--- config.mk ---
export PLATFORM = sky130hd
export DESIGN_NAME = swbc_pipe_ctrl
export DESIGN_NICKNAME = d
export VERILOG_FILES = /design/src/rtl/swbc_pkg.sv /design/src/rtl/swbc_pipe_ctrl.sv
export SDC_FILE = /design/constraint.sdc
export NUM_CORES = 1
export LEC_CHECK = 0
export BUFFER_PORTS_ARGS = -buffer_cell sky130_fd_sc_hd__buf_2
export CAP_MARGIN = 15
export CORE_AREA = 2 2 39 41
export CTS_CLUSTER_DIAMETER = 40
export DETAILED_ROUTE_END_ITERATION = 10
export DIE_AREA = 0 0 41 43
export MAX_ROUTING_LAYER = met4
export PLACE_DENSITY = 0.64
export SLEW_MARGIN = 0
export SYNTH_ARGS = -nofsm -noshare
export SYNTH_HDL_FRONTEND = slang
export SYNTH_SLANG_ARGS = --single-unit
--- constraint.sdc ---
create_clock -name clk -period 1.12 [get_ports clk]
set_input_delay 0.112 -clock clk [delete_from_list [all_inputs] [get_ports clk]]
set_output_delay 0.112 -clock clk [all_outputs]
set_load 0.005 [all_outputs]
--- src/rtl/swbc_pkg.sv ---
// Shared types, widths and codes for the swept box clearance pipeline.
package swbc_pkg;

    // Field widths
    localparam int COORD_W = 24;
    localparam int OFS_W   = 16;
    localparam int SIDE_W  = 16;

    // Internal widths: box corners, plane distances, ratio terms, products
    localparam int BOX_W  = COORD_W + 1;
    localparam int DIST_W = BOX_W + 1;
    localparam int FRAC_W = DIST_W + 1;
    localparam int PROD_W = 2 * FRAC_W;

    localparam int NUM_PLANES = 4;

    // Pipeline stage map
    localparam int NUM_STAGES = 9;
    localparam int STG_SUM    = 0;
    localparam int STG_DIST   = 1;
    localparam int STG_RATIO  = 2;
    localparam int STG_L1_MUL = 3;
    localparam int STG_L1_SEL = 4;
    localparam int STG_L2_MUL = 5;
    localparam int STG_L2_SEL = 6;
    localparam int STG_FIN    = 7;
    localparam int STG_OUT    = 8;

    typedef logic signed [BOX_W-1:0]  box_t;
    typedef logic signed [DIST_W-1:0] dist_t;
    typedef logic signed [FRAC_W-1:0] frac_val_t;
    typedef logic signed [PROD_W-1:0] prod_t;

    localparam frac_val_t FRAC_ONE       = frac_val_t'(1);
    localparam frac_val_t FRAC_MINUS_ONE = frac_val_t'(-1);

    // Ratio n/d with d always positive
    typedef struct packed {
        logic signed [FRAC_W-1:0] n;
        logic signed [FRAC_W-1:0] d;
    } frac_t;

    typedef frac_t [NUM_PLANES-1:0] frac_quad_t;

    typedef enum logic [1:0] {
        OUTCOME_CLEAR   = 2'd0,
        OUTCOME_BLOCKED = 2'd1,
        OUTCOME_INSIDE  = 2'd2
    } outcome_t;

    // Per-item status carried along with the ratios
    typedef struct packed {
        logic starts_out;
        logic hit;
    } flags_t;

    // Stage load strobes from the pipeline control
    typedef struct packed {
        logic [NUM_STAGES-1:0] load;
    } pipe_ctl_t;

    typedef struct packed {
        logic signed [COORD_W-1:0] start_x;
        logic signed [COORD_W-1:0] start_y;
        logic signed [COORD_W-1:0] end_x;
        logic signed [COORD_W-1:0] end_y;
        logic signed [OFS_W-1:0]   mover_min_x;
        logic signed [OFS_W-1:0]   mover_min_y;
        logic signed [OFS_W-1:0]   mover_max_x;
        logic signed [OFS_W-1:0]   mover_max_y;
        logic signed [COORD_W-1:0] obstacle_x;
        logic signed [COORD_W-1:0] obstacle_y;
        logic [SIDE_W-1:0]         obstacle_side;
    } sweep_word_t;

    typedef struct packed {
        logic     clear;
        outcome_t outcome;
    } result_word_t;

endpackage

--- src/rtl/swbc_pipe_ctrl.sv ---
// Valid bits and bubble-collapsing stage strobes for the clearance pipeline.
module swbc_pipe_ctrl (
    input  logic               clk,
    input  logic               rst_n,
    input  logic               sweep_valid,
    output logic               sweep_stall,
    output logic               result_valid,
    input  logic               result_stall,
    output swbc_pkg::pipe_ctl_t ctl
);

    logic [swbc_pkg::NUM_STAGES-1:0] valid_reg;
    logic [swbc_pkg::NUM_STAGES-1:0] ready;

    // A stage may load when it is empty or its word moves on
    always_comb
    begin
        ready[swbc_pkg::NUM_STAGES-1] = !valid_reg[swbc_pkg::NUM_STAGES-1] || !result_stall;
        for (int k = swbc_pkg::NUM_STAGES - 2; k >= 0; k--)
        begin
            ready[k] = !valid_reg[k] || ready[k+1];
        end
    end

    assign ctl.load     = ready;
    assign sweep_stall  = !ready[0];
    assign result_valid = valid_reg[swbc_pkg::NUM_STAGES-1];

    // Advance valid bits with the data
    always_ff @(posedge clk or negedge rst_n)
    begin
        if (!rst_n)
        begin
            valid_reg <= '0;
        end
        else
        begin
            if (ready[0])
            begin
                valid_reg[0] <= sweep_valid;
            end
            for (int k = 1; k < swbc_pkg::NUM_STAGES; k++)
            begin
                if (ready[k])
                begin
                    valid_reg[k] <= valid_reg[k-1];
                end
            end
        end
    end

    // Input backs up only when every stage holds a word
    a_stall_full: assert property (@(posedge clk) disable iff (!rst_n)
        sweep_stall |-> (&valid_reg))
        else $error("input stalled while a stage is empty");

    // Free-running output never backs up the input
    a_no_stall_free: assert property (@(posedge clk) disable iff (!rst_n)
        !result_stall |-> !sweep_stall)
        else $error("input stalled with output free");

    // An accepted word lands in the first stage
    a_accept_lands: assert property (@(posedge clk) disable iff (!rst_n)
        (sweep_valid && !sweep_stall) |=> valid_reg[0])
        else $error("accepted word lost at entry");

    // A held result word stays put
    a_result_held: assert property (@(posedge clk) disable iff (!rst_n)
        (result_valid && result_stall) |=> result_valid)
        else $error("stalled result word dropped");

endmodule

==> run summary <==
Status - finished with violations
Failing checks - negative setup slack
Worst path slowest cell - dfrtp_1
Die Y - 43 um
Die Area - 1760 um2
Placeable core area - 1380 um2
Most frequent cells in the layout - buf_2, dfrtp_1, buf_4
Most used cell, CP - buf_4
Synthesized instance count - 32
Yosys warnings - 0
CP max FO - 5
Arr. time, crit path - 1.46 ns
# diodes - 0
Pleak - 0.276 nW
Worst reg2reg setup slack - -0.20 ns
Worst-skew pair later-pin latency - 0.26 ns
Fin. Hold Viols - 0
Synth Register Bits - 9
Netlist Area Pre-Place - 380 um2
Hpwl dp - 579 um
GPL Wtd Cong - 0.727
Worst Path Buf+Inv - 2
Clock Skews - 0.00904 ns
DRT iter0 DRCs - 4
Critical path required time - 1.26 ns
Largest net degree at the start of global routing - 10
CTS Buf Count - 3
Site Rows - 14
Yosys cell types - 11
PwrDens - 1790 nW/um2
Placed cell area - 500 um2
Maximum root-to-sink buffer count - 2
Post-Syn Area per Cell - 11.9 um2
Crit path cell chain - and4_2 -> buf_4 -> buf_4 -> a41o_1
Peak supply drop - 0.775 mV
Nets - 64
Fmax achieved - 757 MHz
CTS H-tree lvls - 1
Clock-pin slew on the worst setup and hold paths - 0.06 ns
Hold path startpoint - sweep_valid
Top cell family by delay on the critical path - flip-flops
Fin crit share - 118%
Slew Viols, Final - 0
Crit Path Class - flip-flop to flip-flop
CTS tree - built
Chip width - 41 um
WL final - 967 um
First-pass GRT wire length - 1.45 mm
Maxcap violations - 0
Rel. slew slack - 86.6%
Gr usage total - 13.8%
CTS Sinks - 9
Largest register FFs - 9
Setup WS pre-CTS - -0.109 ns
Num ports - 15
Remaining Overflow, GRT - 0
Final ANT Viol Nets - 0
Layout cells sized above 1 - 54.2%
Avg WL per Cell - 12.9 um
Layout fillers - 147
Initial antenna violation count - 0
Area growth, synth to finish - 55.6%
RSZ-0062 raised after global routing - true
Drt pass-1 iters - 4
Vias in the first global route - 361
Mapped Nets - 36
Crit path from - valid_reg[7]$_DFFE_PN0P_
Setup slack after layout - -0.201 ns
R2r startpoint - valid_reg[7]$_DFFE_PN0P_
Design Area, Final - 592 um2
CP Launch Type - flip-flop
Reg2reg end - valid_reg[3]$_DFFE_PN0P_
Root Buffer - clkbuf_4
Critical Path Sink - valid_reg[3]$_DFFE_PN0P_
Register area share after synthesis - 59.2%
CP max stage delay - 0.40 ns
Starting density of the core - 27.5%
Worst-Margin Slew - 0.201 ns
Hold Crit Class - primary input to flip-flop
Drt drc - 0
Setup crit end kind - flip-flop
Worst reg2reg path depth - 4
Final Util - 42.8%
I/O Buffers - 14
Final Critical Period - 1.32 ns
Via count - 372
Critical path depth - 4
Leading cell type in the layout, fill and taps excluded - buf_2
Setup violators final - 13
Vias per cell - 4.96
[area by class of cell]
| class | instances | area [um2] | share of cell area, % |
|---|---|---|---|
| inverter | 1 | 3.75 | 0.634 |
| tap | 16 | 20.0 | 3.38 |
| multi-input combinational | 21 | 159 | 26.8 |
| sequential | 9 | 225 | 38.1 |
| timing repair buffer | 24 | 158 | 26.6 |
| clock buffer | 4 | 26.3 | 4.44 |
[per-stage QoR]
stage	hold slack (ns)	std cells	total power, mW	TNS [ns]
finish	0.0377	75	1.06	-1.61
global route	0.0464	75	1.13	-2.17
CTS	0.0298	75	1.06	-1.66
detailed placement	-0.0300	66	0.725	-0.558
global placement	-0.0301	66	0.718	-0.535
floorplan	-0.184	32	0.578	0
[synthesized netlist by cell type]
master | count | share of area, %
buf_4 | 2 | 3.9
a41o_1 | 2 | 5.3
nand2_1 | 3 | 3.0
nand4_1 | 2 | 3.3
nand3_1 | 3 | 3.9
nand2b_1 | 3 | 4.9
dfrtp_1 | 9 | 59
inv_1 | 1 | 0.99
and4_1 | 3 | 6.9
a31o_1 | 2 | 4.6
a21o_1 | 2 | 3.9
[per-layer routing]
layer	wire (um)	vias up	part of all wire, %	GRT usage, %
met5	0	-	0	-
met4	21	0	2.2	10.0
met3	58	4	6.0	7.85
met2	476	12	49	20.0
met1	410	180	42	13.0
li1	-	176	-	-
[cells by family (layout without fill, tap and decap cells)]
family | Yosys count | in the layout | share of synthesized area, %
AND/OR/NAND/NOR | 14 | 15 | 22.0
flip-flops | 9 | 9 | 59.2
buffers and inverters | 3 | 29 | 4.93
AO/OA/AOI/OAI | 6 | 6 | 13.8
[how the worst min path moves through the flow]
stage               depth (start not counted)                  endpoint  slack [ns]
floorplan                                   0  valid_reg[0]$_DFFE_PN0P_       -0.18
global placement                            1  valid_reg[7]$_DFFE_PN0P_       -0.03
detailed placement                          1  valid_reg[7]$_DFFE_PN0P_       -0.03
CTS                                         2  valid_reg[0]$_DFFE_PN0P_        0.03
global route                                2  valid_reg[0]$_DFFE_PN0P_        0.05
finish                                      2  valid_reg[0]$_DFFE_PN0P_        0.04
[what timing repair did]
item	4_1_cts	5_1_grt
pin swaps	2	1
hold buffers	1	0
setup buffers	3	1
cloned	1	0
resized for setup	7	2
hold endpoints to repair	9	0
endpoints found under the setup margin	12	15
[power by group]
group / total, mW / switching (mW) / internal, mW / leakage (nW)
sequential: 0.425 / 0.0432 / 0.382 / 0.0956
combinational: 0.391 / 0.172 / 0.220 / 0.166
clock: 0.245 / 0.108 / 0.137 / 0.0150
total: 1.06 / 0.322 / 0.739 / 0.276
Power figures use the tool's default switching activity.
