<file path="config.mk">
export PLATFORM = sky130hd
export DESIGN_NAME = swbc_decide
export DESIGN_NICKNAME = d
export VERILOG_FILES = /design/src/rtl/swbc_pkg.sv /design/src/rtl/swbc_decide.sv
export SDC_FILE = /design/constraint.sdc
export NUM_CORES = 2
export LEC_CHECK = 0
export ABC_CLOCK_PERIOD_IN_PS = 9700
export BUFFER_PORTS_ARGS = -buffer_cell sky130_fd_sc_hd__buf_4
export CAP_MARGIN = 20
export CORE_ASPECT_RATIO = 0.8
export CORE_MARGIN = 2
export CORE_UTILIZATION = 35
export DETAILED_ROUTE_END_ITERATION = 8
export GPL_TIMING_DRIVEN = 0
export PLACE_DENSITY_LB_ADDON = 0.3
export REMOVE_ABC_BUFFERS = 1
export SLEW_MARGIN = 20
export SYNTH_ARGS = -nofsm -noshare
export SYNTH_HDL_FRONTEND = slang
export SYNTH_SLANG_ARGS = --single-unit
</file>
<file path="constraint.sdc">
create_clock -name clk -period 9.7 [get_ports clk]
set_input_delay 0.485 -clock clk [delete_from_list [all_inputs] [get_ports clk]]
set_output_delay 0.485 -clock clk [all_outputs]
set_load 0.01 [all_outputs]
</file>
<file path="src/rtl/swbc_pkg.sv">
// Shared types, widths and codes for the swept box clearance pipeline.
package swbc_pkg;

    // Field widths
    localparam int COORD_W = 24;
    localparam int OFS_W   = 16;
    localparam int SIDE_W  = 16;

    // Internal widths: box corners, plane distances, ratio terms, products
    localparam int BOX_W  = COORD_W + 1;
    localparam int DIST_W = BOX_W + 1;
    localparam int FRAC_W = DIST_W + 1;
    localparam int PROD_W = 2 * FRAC_W;

    localparam int NUM_PLANES = 4;

    // Pipeline stage map
    localparam int NUM_STAGES = 9;
    localparam int STG_SUM    = 0;
    localparam int STG_DIST   = 1;
    localparam int STG_RATIO  = 2;
    localparam int STG_L1_MUL = 3;
    localparam int STG_L1_SEL = 4;
    localparam int STG_L2_MUL = 5;
    localparam int STG_L2_SEL = 6;
    localparam int STG_FIN    = 7;
    localparam int STG_OUT    = 8;

    typedef logic signed [BOX_W-1:0]  box_t;
    typedef logic signed [DIST_W-1:0] dist_t;
    typedef logic signed [FRAC_W-1:0] frac_val_t;
    typedef logic signed [PROD_W-1:0] prod_t;

    localparam frac_val_t FRAC_ONE       = frac_val_t'(1);
    localparam frac_val_t FRAC_MINUS_ONE = frac_val_t'(-1);

    // Ratio n/d with d always positive
    typedef struct packed {
        logic signed [FRAC_W-1:0] n;
        logic signed [FRAC_W-1:0] d;
    } frac_t;

    typedef frac_t [NUM_PLANES-1:0] frac_quad_t;

    typedef enum logic [1:0] {
        OUTCOME_CLEAR   = 2'd0,
        OUTCOME_BLOCKED = 2'd1,
        OUTCOME_INSIDE  = 2'd2
    } outcome_t;

    // Per-item status carried along with the ratios
    typedef struct packed {
        logic starts_out;
        logic hit;
    } flags_t;

    // Stage load strobes from the pipeline control
    typedef struct packed {
        logic [NUM_STAGES-1:0] load;
    } pipe_ctl_t;

    typedef struct packed {
        logic signed [COORD_W-1:0] start_x;
        logic signed [COORD_W-1:0] start_y;
        logic signed [COORD_W-1:0] end_x;
        logic signed [COORD_W-1:0] end_y;
        logic signed [OFS_W-1:0]   mover_min_x;
        logic signed [OFS_W-1:0]   mover_min_y;
        logic signed [OFS_W-1:0]   mover_max_x;
        logic signed [OFS_W-1:0]   mover_max_y;
        logic signed [COORD_W-1:0] obstacle_x;
        logic signed [COORD_W-1:0] obstacle_y;
        logic [SIDE_W-1:0]         obstacle_side;
    } sweep_word_t;

    typedef struct packed {
        logic     clear;
        outcome_t outcome;
    } result_word_t;

endpackage

</file>
<file path="src/rtl/swbc_decide.sv">
// Final window test on the start and stop ratios and the result word register.
module swbc_decide (
    input  logic                   clk,
    input  swbc_pkg::pipe_ctl_t    ctl,
    input  swbc_pkg::frac_t        start_frac,
    input  swbc_pkg::frac_t        neg_stop_frac,
    input  swbc_pkg::flags_t       flags_in,
    output swbc_pkg::result_word_t result
);

    localparam int SUM_W = swbc_pkg::PROD_W + 1;
    typedef logic signed [SUM_W-1:0] wsum_t;
    typedef logic signed [swbc_pkg::FRAC_W:0] start_sum_t;

    swbc_pkg::prod_t  p_start_reg, p_stop_reg;
    logic             past_start_reg;
    swbc_pkg::flags_t flags_reg;
    start_sum_t       start_sum;

    // start > -1 exactly when n + d > 0
    assign start_sum = start_sum_t'(start_frac.n) + start_sum_t'(start_frac.d);

    // Cross products for start < stop, with stop = -neg_stop
    always_ff @(posedge clk)
    begin
        if (ctl.load[swbc_pkg::STG_FIN])
        begin
            p_start_reg    <= swbc_pkg::prod_t'(start_frac.n)
                              * swbc_pkg::prod_t'(neg_stop_frac.d);
            p_stop_reg     <= swbc_pkg::prod_t'(neg_stop_frac.n)
                              * swbc_pkg::prod_t'(start_frac.d);
            past_start_reg <= !start_sum[swbc_pkg::FRAC_W] && (start_sum != '0);
            flags_reg      <= flags_in;
        end
    end

    // Classify and hold the result word
    wsum_t                  window_sum;
    logic                   blocked;
    swbc_pkg::result_word_t result_next, result_reg;

    assign window_sum = wsum_t'(p_start_reg) + wsum_t'(p_stop_reg);
    assign blocked    = window_sum[SUM_W-1] && past_start_reg;

    always_comb
    begin
        priority if (flags_reg.hit)
        begin
            result_next.clear   = 1'b1;
            result_next.outcome = swbc_pkg::OUTCOME_CLEAR;
        end
        else if (!flags_reg.starts_out)
        begin
            result_next.clear   = 1'b0;
            result_next.outcome = swbc_pkg::OUTCOME_INSIDE;
        end
        else if (blocked)
        begin
            result_next.clear   = 1'b0;
            result_next.outcome = swbc_pkg::OUTCOME_BLOCKED;
        end
        else
        begin
            result_next.clear   = 1'b1;
            result_next.outcome = swbc_pkg::OUTCOME_CLEAR;
        end
    end

    always_ff @(posedge clk)
    begin
        if (ctl.load[swbc_pkg::STG_OUT])
        begin
            result_reg <= result_next;
        end
    end

    assign result = result_reg;

endmodule

</file>
==> results.toml <==
[clocking]
worstSkewPairLatency_ps = 450
cts_hold_repair.buffers = 0
postCtsSetupRepairBufs = 0
number_of_clock_buffers_inserted_by_tritoncts = 17
clock_sinks = 114
clk_path_buf_depth = 2
cts.clk_slew.worst_paths_ps = 60
cts_tree = "done"
post_cts_resized = 0
htreeDepth = 4
clock_tree.root_cell = "sky130_fd_sc_hd__clkbuf_16"

[synthesis]
synth.largest_area_cell = "sky130_fd_sc_hd__fa_1"
synth-edff-count = 114
synth_ff_type = "sky130_fd_sc_hd__edfxtp_1"
yosys.cell_count.top_type = "sky130_fd_sc_hd__inv_1"
ys_top_cells_by_count = "sky130_fd_sc_hd__inv_1, sky130_fd_sc_hd__fa_1, sky130_fd_sc_hd__nand2_1"
synthCells = 6265
synth_warnings = 0
avgSynthCellArea_um2 = 9.32
mappedNetlistArea_um2 = 58400
synth_seq_area_share_pct = 5.86
synth-seq-cells = 114
post_synth_num_cell_types = 75
synth-async-reset-ratio_pct = 0
ys_top_cells_by_area = "sky130_fd_sc_hd__fa_1, sky130_fd_sc_hd__inv_1, sky130_fd_sc_hd__ha_1"
yosysTopAreaCellShare_pct = 52.2

[die]
die_width_um = 461
top_level_ports = 123
core_region_area_um2 = 166000
fp-row-count = 134
floorplan.initialDensity_pct = 35.1
dieHeight_um = 369
dieArea_um2 = 170000

[placement]
placement.setup.worst_slack_ps = 618
gpl.final_weighted_congestion = 0.839
placedCellCount = 8338
port_buffers = 115
hpwl_mm = 118

[setup_path]
worstSetupEndpointType = "register"
crit_fanout = 22
timing.critical_path.from = "start_frac[26]"
critical_path.reg2reg.endpoint = "result[2]"
worstPathCellList = "buf_4 > inv_1 > nor2_1 > fa_1 > fa_1 > fa_1 > fa_1 > fa_1 > fa_1 > inv_1 > fa_1 > inv_1 > ha_1 > nand4_1 > nor3_1 > nand3_1 > a211oi_2 > o31ai_1 > a311oi_1 > nand2_1 > a31oi_1 > a21o_1 > a21oi_1 > xnor2_1"
worst_path_largest_cell_delay_ps = 800
r2r.worst_path.cells = 12
critical_path_endpoint = "p_stop_reg[52]"
start_of_the_worst_register_to_register_path = "p_start_reg[1]"
start_kind = "input port"
critical_path_s_most_frequent_cell = "sky130_fd_sc_hd__fa_1"
timing.reg2reg.setup_slack_ps = 5560
required_ps = 9900
arrival_time_at_the_worst_endpoint_ps = 8640
timing.setup.critical_path_class = "input port to register"
critPathSlowestCell = "sky130_fd_sc_hd__inv_1"

[global_route]
grt_antenna_before_repair = 3
grt_start_max_net_pins = 112
grt_usage_pct = 18.0
via_count_of_the_first_global_routing_pass = 44500
grt_first_pass_wirelength_mm = 242
grt_residual_overflow = 0

[timing]
relSlewSlack_pct = 29.2
timing.setup.tns_ps = 0
slew_viol_final = 0
min_period_over_period_pct = 87.0
post-route-min-period_ps = 8440
timing.final.hold_violations = 0
worstMarginPinSlew_ps = 1060
final.setup.worst_slack_ps = 1260
fmax_ghz = 0.118
grt_setup_unrepaired = "no"
clock-skew-final_ps = 5.66
setup_violations = 0

[route]
ant_nets = 0
drtIter0Drc = 2256
vias = 40000
total_routed_length_mm = 145
route.detailed.wl_per_inst_um = 17.3
detail_route.first_pass.iterations = 7
average_vias_per_placed_instance = 4.78
drt_drc_violations_left = 0

[layout]
non_filler_instance_count_after_layout = 8372
design.final.nets = 8152
filler_cell_count = 16900
final_layout_size_suffix_gt1_share_pct = 2.76
syn2layout_area_growth_pct = 5.62

[outcome]
outcome = "finished clean"

[min_path]
hold_class = "input port to register"

[run]
max-cap-violations = 0
==> cells by family after synthesis <==
group,synth area share (%)
AO/OA/AOI/OAI,4.44
buffers and inverters,12.5
AND/OR/NAND/NOR,14.6
flip-flops,5.86
adder cells (fa/ha/maj),60.7
XOR/XNOR,1.82
multiplexers,0.0514
==> placed cells by master, fill, tap and decap left out, types with 9 or more instances in the layout <==
cell | netlist | final
sky130_fd_sc_hd__a21oi_1 | 121 | 121
sky130_fd_sc_hd__o21ai_0 | 67 | 67
sky130_fd_sc_hd__fa_1 | 1523 | 1523
sky130_fd_sc_hd__a211oi_1 | 21 | 20
sky130_fd_sc_hd__nor3_1 | 23 | 23
sky130_fd_sc_hd__a21boi_0 | 9 | 9
sky130_fd_sc_hd__nand3_1 | 22 | 22
sky130_fd_sc_hd__xor2_1 | 37 | 37
sky130_fd_sc_hd__and2_1 | 590 | 590
sky130_fd_sc_hd__nand4_1 | 26 | 26
sky130_fd_sc_hd__a21o_1 | 58 | 58
sky130_fd_sc_hd__o21a_1 | 21 | 21
sky130_fd_sc_hd__a31oi_1 | 9 | 9
sky130_fd_sc_hd__o211ai_1 | 15 | 15
sky130_fd_sc_hd__xnor2_1 | 84 | 84
sky130_fd_sc_hd__inv_1 | 1660 | 1660
sky130_fd_sc_hd__edfxtp_1 | 114 | 114
sky130_fd_sc_hd__nand2b_1 | 27 | 27
sky130_fd_sc_hd__nor2_1 | 122 | 122
sky130_fd_sc_hd__clkbuf_16 | 0 | 17
sky130_fd_sc_hd__buf_4 | 0 | 114
sky130_fd_sc_hd__ha_1 | 396 | 396
sky130_fd_sc_hd__nor2b_1 | 16 | 16
sky130_fd_sc_hd__nand2_1 | 896 | 896
==> critical path, delay by kind of cell <==
family / cells / cell delay (ps)
xor+xnor: 1 / 130
fa+ha+maj: 8 / 3930
simple gates: 5 / 990
buf+inv: 4 / 1110
compound gates: 6 / 1970
==> how the worst min path moves through the flow <==
stage,start,depth (start not counted),slack [ps],to
2_1_floorplan,flags_reg[1],1,530,result[0]
3_3_place_gp,flags_reg[1],1,540,result[0]
3_5_place_dp,flags_reg[1],1,550,result[0]
4_1_cts,flags_in[0],1,190,flags_reg[0]
5_1_grt,flags_in[1],1,180,flags_reg[1]
6_report,flags_in[0],1,220,flags_reg[0]
==> through the flow <==
stage	util (%)	cell area [um2]	hold slack, ps
2_1_floorplan	-	57300	525
6_report	37.1	61700	215
4_1_cts	37.1	61600	189
5_1_grt	37.1	61600	181
3_3_place_gp	36.7	61000	542
3_5_place_dp	36.7	61000	547
==> cell type report <==
cell class	instances	area [um2]	share of cell area (%)
clock inverter	14	248	0.402
timing repair buffer	115	870	1.41
inverter	1663	6240	10.1
tap	2244	2810	4.55
antenna	3	7.51	0.0122
sequential	114	3420	5.55
clock buffer	17	425	0.690
multi-input combinational	4202	47600	77.3
==> per-layer routing <==
layer	share of wire, %	routed length [um]	GRT usage (%)	vias up
li1	-	-	-	17800
met1	45	64400	25.1	21300
met2	49	70200	30.3	842
met3	4.3	6280	1.96	129
met4	2.5	3560	3.91	0
met5	0	0	0	-
Power is left out: the tool's default activity adds up to more than one toggle a clock period on the data nets, which glitch-free logic cannot reach.
