$ cat config.mk
export PLATFORM = sky130hd
export DESIGN_NAME = swbc_dist
export DESIGN_NICKNAME = d
export VERILOG_FILES = /design/src/rtl/swbc_pkg.sv /design/src/rtl/swbc_dist.sv
export SDC_FILE = /design/constraint.sdc
export NUM_CORES = 2
export LEC_CHECK = 0
export BUFFER_PORTS_ARGS = -buffer_cell sky130_fd_sc_hd__buf_2
export CAP_MARGIN = 30
export CELL_PAD_IN_SITES_DETAIL_PLACEMENT = 0
export CELL_PAD_IN_SITES_GLOBAL_PLACEMENT = 1
export CORE_MARGIN = 1.5
export CORE_UTILIZATION = 50
export DETAILED_ROUTE_END_ITERATION = 8
export PLACE_DENSITY = 0.91
export SYNTH_ARGS = -nofsm -noshare
export SYNTH_HDL_FRONTEND = slang
export SYNTH_SLANG_ARGS = --single-unit
export TNS_END_PERCENT = 30
$ cat constraint.sdc
create_clock -name clk -period 6.1 [get_ports clk]
set_input_delay 0.61 -clock clk [delete_from_list [all_inputs] [get_ports clk]]
set_output_delay 0.61 -clock clk [all_outputs]
set_load 0.05 [all_outputs]
$ cat src/rtl/swbc_pkg.sv
// Shared types, widths and codes for the swept box clearance pipeline.
package swbc_pkg;

    // Field widths
    localparam int COORD_W = 24;
    localparam int OFS_W   = 16;
    localparam int SIDE_W  = 16;

    // Internal widths: box corners, plane distances, ratio terms, products
    localparam int BOX_W  = COORD_W + 1;
    localparam int DIST_W = BOX_W + 1;
    localparam int FRAC_W = DIST_W + 1;
    localparam int PROD_W = 2 * FRAC_W;

    localparam int NUM_PLANES = 4;

    // Pipeline stage map
    localparam int NUM_STAGES = 9;
    localparam int STG_SUM    = 0;
    localparam int STG_DIST   = 1;
    localparam int STG_RATIO  = 2;
    localparam int STG_L1_MUL = 3;
    localparam int STG_L1_SEL = 4;
    localparam int STG_L2_MUL = 5;
    localparam int STG_L2_SEL = 6;
    localparam int STG_FIN    = 7;
    localparam int STG_OUT    = 8;

    typedef logic signed [BOX_W-1:0]  box_t;
    typedef logic signed [DIST_W-1:0] dist_t;
    typedef logic signed [FRAC_W-1:0] frac_val_t;
    typedef logic signed [PROD_W-1:0] prod_t;

    localparam frac_val_t FRAC_ONE       = frac_val_t'(1);
    localparam frac_val_t FRAC_MINUS_ONE = frac_val_t'(-1);

    // Ratio n/d with d always positive
    typedef struct packed {
        logic signed [FRAC_W-1:0] n;
        logic signed [FRAC_W-1:0] d;
    } frac_t;

    typedef frac_t [NUM_PLANES-1:0] frac_quad_t;

    typedef enum logic [1:0] {
        OUTCOME_CLEAR   = 2'd0,
        OUTCOME_BLOCKED = 2'd1,
        OUTCOME_INSIDE  = 2'd2
    } outcome_t;

    // Per-item status carried along with the ratios
    typedef struct packed {
        logic starts_out;
        logic hit;
    } flags_t;

    // Stage load strobes from the pipeline control
    typedef struct packed {
        logic [NUM_STAGES-1:0] load;
    } pipe_ctl_t;

    typedef struct packed {
        logic signed [COORD_W-1:0] start_x;
        logic signed [COORD_W-1:0] start_y;
        logic signed [COORD_W-1:0] end_x;
        logic signed [COORD_W-1:0] end_y;
        logic signed [OFS_W-1:0]   mover_min_x;
        logic signed [OFS_W-1:0]   mover_min_y;
        logic signed [OFS_W-1:0]   mover_max_x;
        logic signed [OFS_W-1:0]   mover_max_y;
        logic signed [COORD_W-1:0] obstacle_x;
        logic signed [COORD_W-1:0] obstacle_y;
        logic [SIDE_W-1:0]         obstacle_side;
    } sweep_word_t;

    typedef struct packed {
        logic     clear;
        outcome_t outcome;
    } result_word_t;

endpackage

$ cat src/rtl/swbc_dist.sv
// Box corners, plane distances and per-plane entry and exit ratios.
module swbc_dist (
    input  logic                  clk,
    input  swbc_pkg::pipe_ctl_t   ctl,
    input  swbc_pkg::sweep_word_t sweep,
    output swbc_pkg::frac_quad_t  entry_frac,
    output swbc_pkg::frac_quad_t  exit_frac,
    output swbc_pkg::flags_t      flags
);

    // Stage: obstacle corners and mover corner positions
    logic [swbc_pkg::SIDE_W-2:0] half_side;
    logic [swbc_pkg::SIDE_W-1:0] ceil_side;
    swbc_pkg::box_t bmin_x_reg, bmax_x_reg, bmin_y_reg, bmax_y_reg;
    swbc_pkg::box_t shx_reg, slx_reg, ehx_reg, elx_reg;
    swbc_pkg::box_t shy_reg, sly_reg, ehy_reg, ely_reg;

    assign half_side = sweep.obstacle_side[swbc_pkg::SIDE_W-1:1];
    assign ceil_side = {1'b0, half_side} + swbc_pkg::SIDE_W'(sweep.obstacle_side[0]);

    always_ff @(posedge clk)
    begin
        if (ctl.load[swbc_pkg::STG_SUM])
        begin
            bmin_x_reg <= swbc_pkg::box_t'(sweep.obstacle_x) - swbc_pkg::box_t'(half_side);
            bmax_x_reg <= swbc_pkg::box_t'(sweep.obstacle_x) + swbc_pkg::box_t'(ceil_side);
            bmin_y_reg <= swbc_pkg::box_t'(sweep.obstacle_y) - swbc_pkg::box_t'(half_side);
            bmax_y_reg <= swbc_pkg::box_t'(sweep.obstacle_y) + swbc_pkg::box_t'(ceil_side);
            shx_reg <= swbc_pkg::box_t'(sweep.start_x) + swbc_pkg::box_t'(sweep.mover_max_x);
            slx_reg <= swbc_pkg::box_t'(sweep.start_x) + swbc_pkg::box_t'(sweep.mover_min_x);
            ehx_reg <= swbc_pkg::box_t'(sweep.end_x) + swbc_pkg::box_t'(sweep.mover_max_x);
            elx_reg <= swbc_pkg::box_t'(sweep.end_x) + swbc_pkg::box_t'(sweep.mover_min_x);
            shy_reg <= swbc_pkg::box_t'(sweep.start_y) + swbc_pkg::box_t'(sweep.mover_max_y);
            sly_reg <= swbc_pkg::box_t'(sweep.start_y) + swbc_pkg::box_t'(sweep.mover_min_y);
            ehy_reg <= swbc_pkg::box_t'(sweep.end_y) + swbc_pkg::box_t'(sweep.mover_max_y);
            ely_reg <= swbc_pkg::box_t'(sweep.end_y) + swbc_pkg::box_t'(sweep.mover_min_y);
        end
    end

    // Stage: signed distances, positive when outside the plane
    swbc_pkg::dist_t sd_reg [swbc_pkg::NUM_PLANES];
    swbc_pkg::dist_t ed_reg [swbc_pkg::NUM_PLANES];

    always_ff @(posedge clk)
    begin
        if (ctl.load[swbc_pkg::STG_DIST])
        begin
            // left, right, bottom, top
            sd_reg[0] <= swbc_pkg::dist_t'(bmin_x_reg) - swbc_pkg::dist_t'(shx_reg);
            ed_reg[0] <= swbc_pkg::dist_t'(bmin_x_reg) - swbc_pkg::dist_t'(ehx_reg);
            sd_reg[1] <= swbc_pkg::dist_t'(slx_reg) - swbc_pkg::dist_t'(bmax_x_reg);
            ed_reg[1] <= swbc_pkg::dist_t'(elx_reg) - swbc_pkg::dist_t'(bmax_x_reg);
            sd_reg[2] <= swbc_pkg::dist_t'(bmin_y_reg) - swbc_pkg::dist_t'(shy_reg);
            ed_reg[2] <= swbc_pkg::dist_t'(bmin_y_reg) - swbc_pkg::dist_t'(ehy_reg);
            sd_reg[3] <= swbc_pkg::dist_t'(sly_reg) - swbc_pkg::dist_t'(bmax_y_reg);
            ed_reg[3] <= swbc_pkg::dist_t'(ely_reg) - swbc_pkg::dist_t'(bmax_y_reg);
        end
    end

    // Stage: entry ratio and negated exit ratio per plane, idle planes get -1
    swbc_pkg::frac_quad_t entry_next, exit_next, entry_reg, exit_reg;
    swbc_pkg::flags_t     flags_next, flags_reg;
    logic [swbc_pkg::NUM_PLANES-1:0] s_out, e_out;

    always_comb
    begin
        for (int i = 0; i < swbc_pkg::NUM_PLANES; i++)
        begin
            s_out[i] = !sd_reg[i][swbc_pkg::DIST_W-1] && (sd_reg[i] != '0);
            e_out[i] = !ed_reg[i][swbc_pkg::DIST_W-1] && (ed_reg[i] != '0);
            if (s_out[i] && !e_out[i])
            begin
                entry_next[i].n = swbc_pkg::frac_val_t'(sd_reg[i]) - swbc_pkg::FRAC_ONE;
                entry_next[i].d = swbc_pkg::frac_val_t'(sd_reg[i])
                                  - swbc_pkg::frac_val_t'(ed_reg[i]);
            end
            else
            begin
                entry_next[i].n = swbc_pkg::FRAC_MINUS_ONE;
                entry_next[i].d = swbc_pkg::FRAC_ONE;
            end
            // exit ratio is -(sd+1)/(ed-sd); keep its negation for a max search
            if (!s_out[i] && e_out[i])
            begin
                exit_next[i].n = swbc_pkg::frac_val_t'(sd_reg[i]) + swbc_pkg::FRAC_ONE;
                exit_next[i].d = swbc_pkg::frac_val_t'(ed_reg[i])
                                 - swbc_pkg::frac_val_t'(sd_reg[i]);
            end
            else
            begin
                exit_next[i].n = swbc_pkg::FRAC_MINUS_ONE;
                exit_next[i].d = swbc_pkg::FRAC_ONE;
            end
        end
        flags_next.starts_out = |s_out;
        flags_next.hit        = |(s_out & e_out);
    end

    always_ff @(posedge clk)
    begin
        if (ctl.load[swbc_pkg::STG_RATIO])
        begin
            entry_reg <= entry_next;
            exit_reg  <= exit_next;
            flags_reg <= flags_next;
        end
    end

    assign entry_frac = entry_reg;
    assign exit_frac  = exit_reg;
    assign flags      = flags_reg;

endmodule

==> results.sh <==
export IMPL_hold_viol_final=0
export IMPL_overflow=0
export IMPL_critPathRequiredTime_ns=6.62
export IMPL_synth_nets=8041
export IMPL_postPlaceCellArea_um2=73700
export IMPL_holdBufCountCts=0
export IMPL_grt_pass1_vias=53000
export IMPL_ios=668
export IMPL_ys_warn_count=0
export IMPL_gp_congestion=0.997
export IMPL_final_layout_size_suffix_gt1_frac=0.118
export IMPL_drc=0
export IMPL_final_nets=8643
export IMPL_antenna_left=0
export IMPL_worst_pin_slew_ns=1.09
export IMPL_clock_path_buffers=3
export IMPL_dieArea_um2=139000
export IMPL_clock_skew_ns=0.0256
export IMPL_ys_seq_area_frac=0.412
export IMPL_start_util=0.505
export IMPL_cts_buffers=99
export IMPL_cp_max_fo=8
export IMPL_wl_per_cell_um=23.8
export IMPL_ys_async_sr_fraction=0
export IMPL_worst_skew_pair_late_latency_ns=0.73
export IMPL_cts_setup_buffers=0
export IMPL_ir_drop_v=0.000258
export IMPL_syn2layout_area_growth_pct=12.1
export IMPL_clk_pin_slew_worst_paths_ns=0.06
export IMPL_routed_wl_um=228000
export IMPL_synthCells=7103
export IMPL_vias=57600
export IMPL_grt_setup_unrepaired="no"
export IMPL_portBuffers=661
export IMPL_layoutNonFillerInstCount=9566
export IMPL_hp_class="in -> reg"
export IMPL_leakagePower_nw=32.2
export IMPL_dp_cells=9384
export IMPL_ys_flop_type="edfxtp_1"
export IMPL_status="complete, no violations"
export IMPL_ys_ff_latch=942
export IMPL_fin_tns_setup_ns=0
export IMPL_maxCapViolCount=0
export IMPL_cts_tree="built"
export IMPL_coreArea_um2=136000
export IMPL_cts_root_buf="clkbuf_16"
export IMPL_dpl_hpwl_um=188000
export IMPL_antenna_found_initial=25
export IMPL_die_height_um=373
export IMPL_cts_resized_gates=0
export IMPL_design_area_um2=76900
export IMPL_drt_first_pass_iters=6
export IMPL_die_x_um=373
export IMPL_critPathKind="reg -> reg"
export IMPL_grt_pass1_wl_um=334000
export IMPL_fin_crit_ns=3.92
export IMPL_total_power_mw=33.7
export IMPL_drtIter0Drc=6935
export IMPL_final_max_slew_viol_count=0
export IMPL_synth_edf_count=942
export IMPL_startpoint_type="flop"
export IMPL_slew_headroom=0.269
export IMPL_rows=135
export IMPL_synthesis_area_um2=68600
export IMPL_arrival_ns=4.44
export IMPL_setup_violations_final=0
export IMPL_ys_types=89
export IMPL_fmax_mhz=255
export IMPL_worst_setup_path_end_kind="flop"
export IMPL_period_share=0.643
export IMPL_grt_max_degree=169
export IMPL_final_util=0.566
export IMPL_filler_cell_count=12000
export IMPL_syn_avg_cell_area_um2=9.66
export IMPL_viasPerCell=6.02
export IMPL_power_density_nw_per_um2=438
export IMPL_htree_num_levels=3
export IMPL_clock_sinks=942
export IMPL_grt_total_usage=0.315
[per-layer routing]
layer	vias up	track usage	part of all wire
li1	27100	-	-
met1	27400	0.473	0.45
met2	2725	0.451	0.41
met3	318	0.0642	0.10
met4	12	0.0987	0.030
met5	-	0	0.00034
[synthesized netlist by cell type (59+ instances only)]
master,instances,area [µm²]
a21o_1,283,2120
xnor2_1,481,4210
nor3_1,235,1180
inv_1,577,2170
nand2b_1,83,519
nand3_1,188,941
clkbuf_1,178,668
o21ai_0,388,1940
xor2_1,142,1240
nor2_1,461,1730
o21a_1,107,803
a21oi_1,581,2910
o21bai_1,77,578
nor2b_1,130,813
or3_1,80,500
edfxtp_1,942,28300
a211oi_1,59,443
nor4_1,68,425
ha_1,676,8460
and3_1,80,500
nand4_1,87,544
nand2_1,527,1980
[final timing paths]
kind                            depth (start not counted)  slack (ns)    startpoint             end
worst max-delay path                                   11        2.18  sd_reg[0][0]  entry_frac[24]
worst min-delay path                                    2        0.29     sweep[38]  bmax_y_reg[22]
worst max register to register                         11        2.18  sd_reg[0][0]  entry_frac[24]
worst min register to register                          2        0.64    ehy_reg[0]    ed_reg[2][0]
[layout by cell type (no fill, tap or decap), types with 188 or more instances in the layout]
cell type / netlist / layout
edfxtp_1: 942 / 942
ha_1: 676 / 676
buf_2: 8 / 659
a21oi_1: 581 / 581
inv_1: 577 / 577
nand2_1: 527 / 527
xnor2_1: 481 / 481
nor2_1: 461 / 458
o21ai_0: 388 / 388
a21o_1: 283 / 283
nor3_1: 235 / 235
nand3_1: 188 / 188
[power by group]
| part | internal, mW | switching, mW | total, mW |
|---|---|---|---|
| registers | 9.09 | 1.34 | 10.4 |
| clock network | 3.38 | 2.62 | 6.00 |
| logic | 5.75 | 11.5 | 17.3 |
[critical path, stage by stage (launching register included)]
cell	delay, ns
edfxtp_1	0.57
inv_1	0.16
ha_1	0.26
fa_1	0.38
nor2b_1	0.15
o21ai_0	0.12
a21boi_0	0.40
o21ai_0	0.18
a21boi_0	0.82
o21ai_0	0.24
and3b_1	0.24
nor3_1	0.18
[per-stage QoR]
step                worst slack (ns)  hold slack [ns]
floorplan                       2.48            0.582
global placement                1.64            0.617
detailed placement              1.67            0.625
CTS                             2.27            0.225
global route                    1.91            0.259
finish                          2.18            0.293
[final cells by class]
class	count	area [µm²]	share of cell area
antenna	6	15.0	0.000195
clock buffer	118	2590	0.0337
clock inverter	57	559	0.00727
inverter	579	2170	0.0283
multi-input combinational	5386	37400	0.486
sequential	942	28300	0.368
tap	1781	2230	0.0290
timing repair buffer	697	3680	0.0479
[logic make-up (layout without fill, tap and decap cells)]
group / count (synthesis) / in the layout / synth area share
AND/OR/NAND/NOR: 2142 / 2142 / 0.155
AO/OA/AOI/OAI: 1891 / 1891 / 0.175
flip-flops: 942 / 942 / 0.412
buffers and inverters: 775 / 1451 / 0.0429
adder cells (fa/ha/maj): 704 / 704 / 0.131
XOR/XNOR: 623 / 623 / 0.0795
multiplexers: 26 / 26 / 0.00385
other: 0 / 6 / 0
Power figures use the tool's default switching activity.
